## src/hw/rtl/cqpm_pkg.sv

```systemverilog
// ----------------------------------------------------------------------------
// cqpm_pkg: shared types and constants
// Field widths, fixed-point format and register indexes of the quantized
// partial-sum multiply-accumulate block.
// ----------------------------------------------------------------------------
package cqpm_pkg;

  // Item field widths
  localparam int ACT_W = 8;
  localparam int WGT_W = 8;
  localparam int VAR_W = 16;
  localparam int DOT_W = 20;

  // Fixed point: offsets and partial sums carry FRAC_BITS fraction bits
  localparam int FRAC_BITS = 8;
  localparam int PROD_W    = ACT_W + WGT_W;
  localparam int TERM_W    = PROD_W + FRAC_BITS + 1;
  localparam int PS_W      = 32;

  // Configuration registers
  localparam int GS_W      = 7;
  localparam int GC_W      = 13;
  localparam int CFG_W     = 13;
  localparam int CFG_IDX_W = 1;

  localparam logic [CFG_IDX_W-1:0] REG_GROUP_SIZE  = 1'b0;
  localparam logic [CFG_IDX_W-1:0] REG_GROUP_COUNT = 1'b1;

  typedef logic signed [ACT_W-1:0] act_t;
  typedef logic signed [WGT_W-1:0] wgt_t;
  typedef logic signed [VAR_W-1:0] var_t;
  typedef logic signed [DOT_W-1:0] dot_t;

endpackage

```

## src/hw/rtl/cqpm_in_if.sv

```systemverilog
// ----------------------------------------------------------------------------
// cqpm_in_if: input element channel
// Valid/ready channel carrying one activation, weight and offset pair.
// ----------------------------------------------------------------------------
interface cqpm_in_if import cqpm_pkg::*; ();

  logic valid;
  logic ready;
  act_t activation;
  wgt_t weight_value;
  var_t var_plus;
  var_t var_minus;

  modport source (output valid, output activation, output weight_value,
                  output var_plus, output var_minus, input ready);
  modport sink   (input valid, input activation, input weight_value,
                  input var_plus, input var_minus, output ready);

endinterface

```

## src/hw/rtl/cqpm_out_if.sv

```systemverilog
// ----------------------------------------------------------------------------
// cqpm_out_if: result channel
// Valid/ready channel carrying one dot product value.
// ----------------------------------------------------------------------------
interface cqpm_out_if import cqpm_pkg::*; ();

  logic valid;
  logic ready;
  dot_t dot_value;

  modport source (output valid, output dot_value, input ready);
  modport sink   (input valid, input dot_value, output ready);

endinterface

```

## src/hw/rtl/crossbar_quantized_psum_mac.sv

```systemverilog
// ----------------------------------------------------------------------------
// crossbar_quantized_psum_mac: quantized partial-sum dot product
// Multiply-accumulate with per-sign offsets, group quantization and a
// running total of quantized groups.
// ----------------------------------------------------------------------------
// The block takes one element item per clock cycle unless a finished group
// cannot drain; the last group's closing element passes the input, group and
// result registers before its result leaves. Stage one registers the item;
// stage two multiplies, adds the offset and accumulates the partial sum, a
// loop that sets the rate; stage three quantizes a finished group and adds it
// to the running total; the result register holds the total until it is taken,
// while new items keep flowing in behind it until the group register fills.
// Group size 0 acts as 1; counts above the parameter limits act as the limit.
module crossbar_quantized_psum_mac
  import cqpm_pkg::*;
#(
  parameter int MAX_GROUP  = 64,
  parameter int MAX_GROUPS = 4096
) (
  input  logic                 clk,
  input  logic                 rst_n,
  cqpm_in_if.sink              in_ch,
  cqpm_out_if.source           out_ch,
  input  logic                 cfg_we,
  input  logic [CFG_IDX_W-1:0] cfg_idx,
  input  logic [CFG_W-1:0]     cfg_wdata
);

  localparam int SZW = $clog2(MAX_GROUP + 1);
  localparam int ECW = (MAX_GROUP > 1) ? $clog2(MAX_GROUP) : 1;
  localparam int GCW = $clog2(MAX_GROUPS + 1);
  localparam int GIW = (MAX_GROUPS > 1) ? $clog2(MAX_GROUPS) : 1;
  localparam int QD_W = PS_W + 2 - FRAC_BITS;

  // Configuration registers
  logic [GS_W-1:0] group_size_r;
  logic [GC_W-1:0] group_count_r;

  // Input stage
  logic v1_r;
  act_t a_r;
  wgt_t w_r;
  var_t vp_r;
  var_t vm_r;

  // Accumulate stage
  logic [ECW-1:0]         elem_count_r;
  logic signed [PS_W-1:0] ps_r;

  // Group stage
  logic                   g_valid_r;
  logic signed [PS_W-1:0] g_ps_r;
  logic [GIW-1:0]         group_index_r;
  dot_t                   total_r;

  // Result register
  logic out_valid_r;
  dot_t dot_r;

  logic [SZW-1:0]           size_eff;
  logic [GCW-1:0]           cnt_eff;
  logic [SZW-1:0]           elem_inc;
  logic                     grp_done;
  logic                     s1_move;
  logic [GCW-1:0]           gi_inc;
  logic                     emit;
  logic                     g_take;
  logic signed [PROD_W-1:0] prod;
  logic signed [VAR_W-1:0]  offs;
  logic signed [TERM_W-1:0] term;
  logic signed [PS_W-1:0]   ps_sum;
  logic                     neg;
  logic [PS_W:0]            ps_ext;
  logic [PS_W:0]            mag;
  logic [PS_W+1:0]          rnd;
  logic [QD_W-1:0]          qd;
  logic [SZW-1:0]           qmag;
  logic signed [SZW:0]      qs;
  dot_t                     q_ext;
  dot_t                     total_sum;

  // Write configuration registers
  always_ff @(posedge clk) begin
    if (!rst_n) begin
      group_size_r  <= GS_W'(1);
      group_count_r <= GC_W'(1);
    end else if (cfg_we) begin
      case (cfg_idx)
        REG_GROUP_SIZE:  group_size_r  <= cfg_wdata[GS_W-1:0];
        REG_GROUP_COUNT: group_count_r <= cfg_wdata[GC_W-1:0];
        default: ;
      endcase
    end
  end

  // Clamp register values to their working ranges
  always_comb begin
    if (group_size_r == '0) begin
      size_eff = SZW'(1);
    end else if (int'(group_size_r) > MAX_GROUP) begin
      size_eff = SZW'(MAX_GROUP);
    end else begin
      size_eff = SZW'(group_size_r);
    end
    if (group_count_r == '0) begin
      cnt_eff = GCW'(1);
    end else if (int'(group_count_r) > MAX_GROUPS) begin
      cnt_eff = GCW'(MAX_GROUPS);
    end else begin
      cnt_eff = GCW'(group_count_r);
    end
  end

  // Flow control: stall only where a full register cannot drain
  assign elem_inc = SZW'(elem_count_r) + SZW'(1);
  assign grp_done = (elem_inc >= size_eff);
  assign gi_inc   = GCW'(group_index_r) + GCW'(1);
  assign emit     = (gi_inc >= cnt_eff);
  assign g_take   = g_valid_r && (!emit || !out_valid_r || out_ch.ready);
  assign s1_move  = v1_r && (!grp_done || !g_valid_r || g_take);
  assign in_ch.ready = !v1_r || s1_move;

  // Capture the input item
  always_ff @(posedge clk) begin
    if (!rst_n) begin
      v1_r <= 1'b0;
    end else if (in_ch.valid && in_ch.ready) begin
      v1_r <= 1'b1;
    end else if (s1_move) begin
      v1_r <= 1'b0;
    end
  end

  always_ff @(posedge clk) begin
    if (in_ch.valid && in_ch.ready) begin
      a_r  <= in_ch.activation;
      w_r  <= in_ch.weight_value;
      vp_r <= in_ch.var_plus;
      vm_r <= in_ch.var_minus;
    end
  end

  // Product, offset by sign, and partial sum
  always_comb begin
    prod   = a_r * w_r;
    offs   = (prod > 0) ? vp_r : vm_r;
    term   = (TERM_W'(prod) <<< FRAC_BITS) + TERM_W'(offs);
    ps_sum = ps_r + PS_W'(term);
  end

  // Advance the accumulator; hand a finished group to the next stage
  always_ff @(posedge clk) begin
    if (!rst_n) begin
      elem_count_r <= '0;
      ps_r         <= '0;
      g_valid_r    <= 1'b0;
    end else begin
      if (s1_move) begin
        if (grp_done) begin
          elem_count_r <= '0;
          ps_r         <= '0;
        end else begin
          elem_count_r <= elem_inc[ECW-1:0];
          ps_r         <= ps_sum;
        end
      end
      if (s1_move && grp_done) begin
        g_valid_r <= 1'b1;
      end else if (g_take) begin
        g_valid_r <= 1'b0;
      end
    end
  end

  always_ff @(posedge clk) begin
    if (s1_move && grp_done) begin
      g_ps_r <= ps_sum;
    end
  end

  // Quantize: halve, round half away from zero, double, clamp to size
  always_comb begin
    neg    = g_ps_r[PS_W-1];
    ps_ext = {g_ps_r[PS_W-1], g_ps_r};
    mag    = neg ? (~ps_ext + 1'b1) : ps_ext;
    rnd    = {1'b0, mag} + (PS_W+2)'(2 ** FRAC_BITS);
    qd     = {rnd[PS_W+1:FRAC_BITS+1], 1'b0};
    qmag   = (qd > QD_W'(size_eff)) ? size_eff : qd[SZW-1:0];
    if (size_eff == SZW'(1)) begin
      qs = neg ? -(SZW+1)'(1) : (SZW+1)'(1);
    end else begin
      qs = neg ? -$signed({1'b0, qmag}) : $signed({1'b0, qmag});
    end
    q_ext     = DOT_W'(qs);
    total_sum = total_r + q_ext;
  end

  // Add the group into the total; restart after the last group
  always_ff @(posedge clk) begin
    if (!rst_n) begin
      group_index_r <= '0;
      total_r       <= '0;
    end else if (g_take) begin
      if (emit) begin
        group_index_r <= '0;
        total_r       <= '0;
      end else begin
        group_index_r <= gi_inc[GIW-1:0];
        total_r       <= total_sum;
      end
    end
  end

  // Hold the result until it is taken
  always_ff @(posedge clk) begin
    if (!rst_n) begin
      out_valid_r <= 1'b0;
    end else if (g_take && emit) begin
      out_valid_r <= 1'b1;
    end else if (out_ch.ready) begin
      out_valid_r <= 1'b0;
    end
  end

  always_ff @(posedge clk) begin
    if (g_take && emit) begin
      dot_r <= total_sum;
    end
  end

  assign out_ch.valid     = out_valid_r;
  assign out_ch.dot_value = dot_r;

`ifndef SYNTH
  // A finished group waits unchanged while it cannot drain
  a_group_hold: assert property (@(posedge clk) disable iff (!rst_n)
    g_valid_r && !g_take |=> g_valid_r && $stable(g_ps_r))
    else $error("group register changed while stalled");

  // Closing a group clears the accumulator
  a_group_clear: assert property (@(posedge clk) disable iff (!rst_n)
    s1_move && grp_done |=> elem_count_r == '0 && ps_r == '0)
    else $error("accumulator not cleared after group");

  // A new result only comes from the last group of a set
  a_result_src: assert property (@(posedge clk) disable iff (!rst_n)
    $rose(out_valid_r) |-> $past(g_take && emit))
    else $error("result appeared without a closing group");

  // A result never overwrites one still waiting
  a_no_overwrite: assert property (@(posedge clk) disable iff (!rst_n)
    out_valid_r && !out_ch.ready |-> !(g_take && emit))
    else $error("pending result overwritten");
`endif

endmodule
```

## src/flat_wrapper.sv

```systemverilog
// flat-port wrapper written by rule: the top's interface ports become plain ports
module crossbar_quantized_psum_mac_flat import cqpm_pkg::*;
#(
  parameter int MAX_GROUP  = 64,
  parameter int MAX_GROUPS = 4096
)
  (clk, rst_n, cfg_we, cfg_idx, cfg_wdata, in_ch_valid, in_ch_activation, in_ch_weight_value, in_ch_var_plus, in_ch_var_minus, in_ch_ready, out_ch_valid, out_ch_dot_value, out_ch_ready);
  cqpm_in_if in_ch_i ();
  cqpm_out_if out_ch_i ();
  input  logic clk;
  input  logic rst_n;
  input  logic cfg_we;
  input  logic [CFG_IDX_W-1:0] cfg_idx;
  input  logic [CFG_W-1:0] cfg_wdata;
  input wire logic [$bits(in_ch_i.valid)-1:0] in_ch_valid;
  input wire logic [$bits(in_ch_i.activation)-1:0] in_ch_activation;
  input wire logic [$bits(in_ch_i.weight_value)-1:0] in_ch_weight_value;
  input wire logic [$bits(in_ch_i.var_plus)-1:0] in_ch_var_plus;
  input wire logic [$bits(in_ch_i.var_minus)-1:0] in_ch_var_minus;
  output wire logic [$bits(in_ch_i.ready)-1:0] in_ch_ready;
  output wire logic [$bits(out_ch_i.valid)-1:0] out_ch_valid;
  output wire logic [$bits(out_ch_i.dot_value)-1:0] out_ch_dot_value;
  input wire logic [$bits(out_ch_i.ready)-1:0] out_ch_ready;
  assign in_ch_i.valid = in_ch_valid;
  assign in_ch_i.activation = in_ch_activation;
  assign in_ch_i.weight_value = in_ch_weight_value;
  assign in_ch_i.var_plus = in_ch_var_plus;
  assign in_ch_i.var_minus = in_ch_var_minus;
  assign in_ch_ready = in_ch_i.ready;
  assign out_ch_valid = out_ch_i.valid;
  assign out_ch_dot_value = out_ch_i.dot_value;
  assign out_ch_i.ready = out_ch_ready;
  crossbar_quantized_psum_mac #(.MAX_GROUP(MAX_GROUP), .MAX_GROUPS(MAX_GROUPS)) u_core (.clk(clk), .rst_n(rst_n), .in_ch(in_ch_i), .out_ch(out_ch_i), .cfg_we(cfg_we), .cfg_idx(cfg_idx), .cfg_wdata(cfg_wdata));
endmodule
```

## config.mk

```make
export PLATFORM = sky130hd
export DESIGN_NAME = crossbar_quantized_psum_mac_flat
export DESIGN_NICKNAME = d
export VERILOG_FILES = /design/src/hw/rtl/cqpm_pkg.sv /design/src/hw/rtl/cqpm_in_if.sv /design/src/hw/rtl/cqpm_out_if.sv /design/src/hw/rtl/crossbar_quantized_psum_mac.sv /design/src/flat_wrapper.sv
export SDC_FILE = /design/constraint.sdc
export NUM_CORES = 1
export LEC_CHECK = 0
export BUFFER_PORTS_ARGS = -buffer_cell sky130_fd_sc_hd__buf_2
export CAP_MARGIN = 30
export CORE_MARGIN = 2
export CORE_UTILIZATION = 30
export DETAILED_ROUTE_END_ITERATION = 8
export PLACE_DENSITY = 0.54
export SKIP_LAST_GASP = 1
export SLEW_MARGIN = 20
export SYNTH_ARGS = -nofsm -noshare
export SYNTH_HDL_FRONTEND = slang
export SYNTH_SLANG_ARGS = --single-unit
```

## constraint.sdc

```tcl
create_clock -name clk -period 21.7 [get_ports clk]
set_clock_uncertainty 0.2 [all_clocks]
set_input_delay 1.085 -clock clk [delete_from_list [all_inputs] [get_ports clk]]
set_output_delay 1.085 -clock clk [all_outputs]
set_load 0.01 [all_outputs]
```

==> results.cfg <==
[status]
status = finished, final reports clean

[flow_run]
cap_viol_max_count = 0

[drt]
dr_total_vias = 10900
wl_um = 32100
wl_met3_um = 826
drc_errors = 0
drt_iter0_drc = 683
wl_per_cell_um = 14.5
antenna_left = 0
wl_met2_um = 15100
top_layer_used = met4
dr.pass1.iters = 5
vias_per_cell = 4.91
wirelength_met1_um = 15600

[finish]
final_nets = 1848
utilization_pct = 33.9
diodes = 0
syn2layout_area_growth_pct = 12.2
multi_input_area_mm2 = 0.00909
drive_gt1_share_pct = 10.8
stdcell_count = 2219
fillCellCount = 4969
seqCellArea_mm2 = 0.00486

[worst_setup_path]
crit_path_frequent_cell = inv_1
slowest_delay_ns = 0.56
cp_top_family = compound AO/OA/AOI/OAI gates
crit_required_ns = 21.88
cp-start-kind = flop
cp-end-kind = flop
cp.arrival_ns = 9.71
crit_buf_inv = 7
cpMaxStageDelayCell = o31ai_1
crit_fanout = 17
critPathKind = reg -> reg

[cts]
htreeDepth = 4
cts.sinks = 193
numCtsBuffers = 17
cts_hold_buf = 0
clock-root-buffer = clkbuf_16
cts_setup_buffers = 0
clk_latency_ns = 0.46
clk_pin_slew_ns = 0.07
cts_tree = built
clock_path_buffers = 2
post_cts_resized = 0

[synth]
synth_edf_count = 100
netlist_area_mm2 = 0.0147
netlist_instances = 1511
yosysUniqueCellTypes = 77
synth_flop_cell = edfxtp_1
synth_seq_cells = 193
synth_fp_nets = 1775
ys_warn_count = 0
syn_area_per_cell_um2 = 9.72
async_reset_ff_share_pct = 0
synth_seq_area_share_pct = 33.1

[placement]
post-place-ws_ns = 12.17
dp.cells = 2186
portBuffers = 88
dp_hpwl_um = 25000
place_congestion = 0.851

[timing]
max_slew.worst_pin.slew_ns = 0.941
timing.final.ws_setup_ns = 12.17
finalSetupViolCount = 0
rsz0062_at_grt = false
finalHoldViolCount = 0
slew_violations = 0
fin_crit_sh_pct = 43.9
min_period_ns = 9.53
fmax_mhz = 105
slew_headroom_pct = 37.2
setup-tns-final_ns = 0

[floorplan]
ios = 89
die_area_mm2 = 0.0507
chipHeight_um = 225
initial_utilization_pct = 30.2
core-area_mm2 = 0.0486
die_w_um = 225
rows = 81

[global_route]
grt_pass1_wl_um = 55300
grt-ovfl-total = 0
grt_start_max_net_pins = 59
grt_usage_pct = 13.4
antenna_found_initial = 0
first_global_vias = 11300

[worst_hold_path]
hp-class = reg -> reg
[cell families (layout without fill, tap and decap cells)]
group	after synthesis	count (layout)	share of synthesized area [%]
simple gates	460	460	16.7
compound gates	321	321	15.5
buf+inv	204	290	5.22
fa+ha+maj	197	197	20.9
flops	193	193	33.1
xor+xnor	100	100	6.01
mux	36	36	2.67
[final timing paths]
path | slack (ns) | endpoint | cells after the start | from
max | 12.17 | u_core.ps_r[31] | 38 | u_core.w_r[4]
max reg2reg | 12.17 | u_core.ps_r[31] | 38 | u_core.w_r[4]
min | 0.28 | u_core.group_count_r[0] | 2 | u_core.group_count_r[0]
min reg2reg | 0.28 | u_core.group_count_r[0] | 2 | u_core.group_count_r[0]
[tightest hold or removal path: cells and delay by family (launching register included)]
family | cells | cell delay, ns
DFF | 1 | 0.32
and+or+nand+nor | 2 | 0.12
[layout make-up]
class,count,share of cell area [%]
Clock buffer,17,2.58
Clock inverter,15,0.903
Inverter,157,3.58
Multi-Input combinational cell,1114,55.2
Sequential cell,193,29.5
Tap cell,622,4.72
Timing Repair Buffer,101,3.51
[stage by stage]
step | instance area (um^2) | hold WS (ns)
5_1_grt | 16500 | 0.294
3_5_place_dp | 15900 | 0.265
3_3_place_gp | 15800 | 0.260
6_report | 16500 | 0.285
4_1_cts | 16500 | 0.282
2_1_floorplan | 14700 | 0.232
[cells in the final DEF, fill, tap and decap left out, types with 37 or more instances in the layout]
cell      synthesis  routed
dfxtp_1          93      93
xnor2_1          62      62
a21oi_1          60      59
xor2_1           37      37
o21ai_0          41      41
nor2b_1          62      61
buf_2             1      88
edfxtp_1        100     100
nand2_1         100     100
and2_1           51      51
ha_1            117     117
fa_1             80      80
inv_1           156     156
nor2_1           77      75
[sequential cells by signal, indices dropped and copies added (netlist names)]
register                 cells
u_core.total_r              20
u_core.v1_r                  1
u_core.group_count_r        13
u_core.out_ch.valid          1
u_core.g_valid_r             1
u_core.group_size_r          7
u_core.vm_r                 16
u_core.ps_r                 32
u_core.g_ps_r               32
u_core.vp_r                 16
u_core.w_r                   8
u_core.a_r                   8
u_core.group_index_r        12
u_core.elem_count_r          6
u_core.out_ch.dot_value     20
[cells in the mapped netlist (22+ instances only)]
cell | instances | area share, %
a21o_1 | 26 | 1.3
xor2_1 | 37 | 2.2
and2_1 | 51 | 2.2
nor3_1 | 24 | 0.82
and3_1 | 22 | 0.94
xnor2_1 | 62 | 3.7
fa_1 | 80 | 11
inv_1 | 156 | 4.0
edfxtp_1 | 100 | 20
ha_1 | 117 | 10
a22oi_1 | 32 | 1.6
clkbuf_1 | 41 | 1.0
nor2b_1 | 62 | 2.6
a22o_1 | 36 | 2.1
nand2_1 | 100 | 2.6
o21ai_0 | 41 | 1.4
nor2_1 | 77 | 2.0
nand3_1 | 33 | 1.1
a21oi_1 | 60 | 2.0
dfxtp_1 | 93 | 13
[layer usage]
metal,up-vias,track usage (%)
met5,-,0
met4,0,4.46
met3,29,2.24
met2,144,22.5
met1,5214,17.4
li1,5512,-
Power is left out: the tool's default activity adds up to more than one toggle a clock period on the data nets, which glitch-free logic cannot reach.
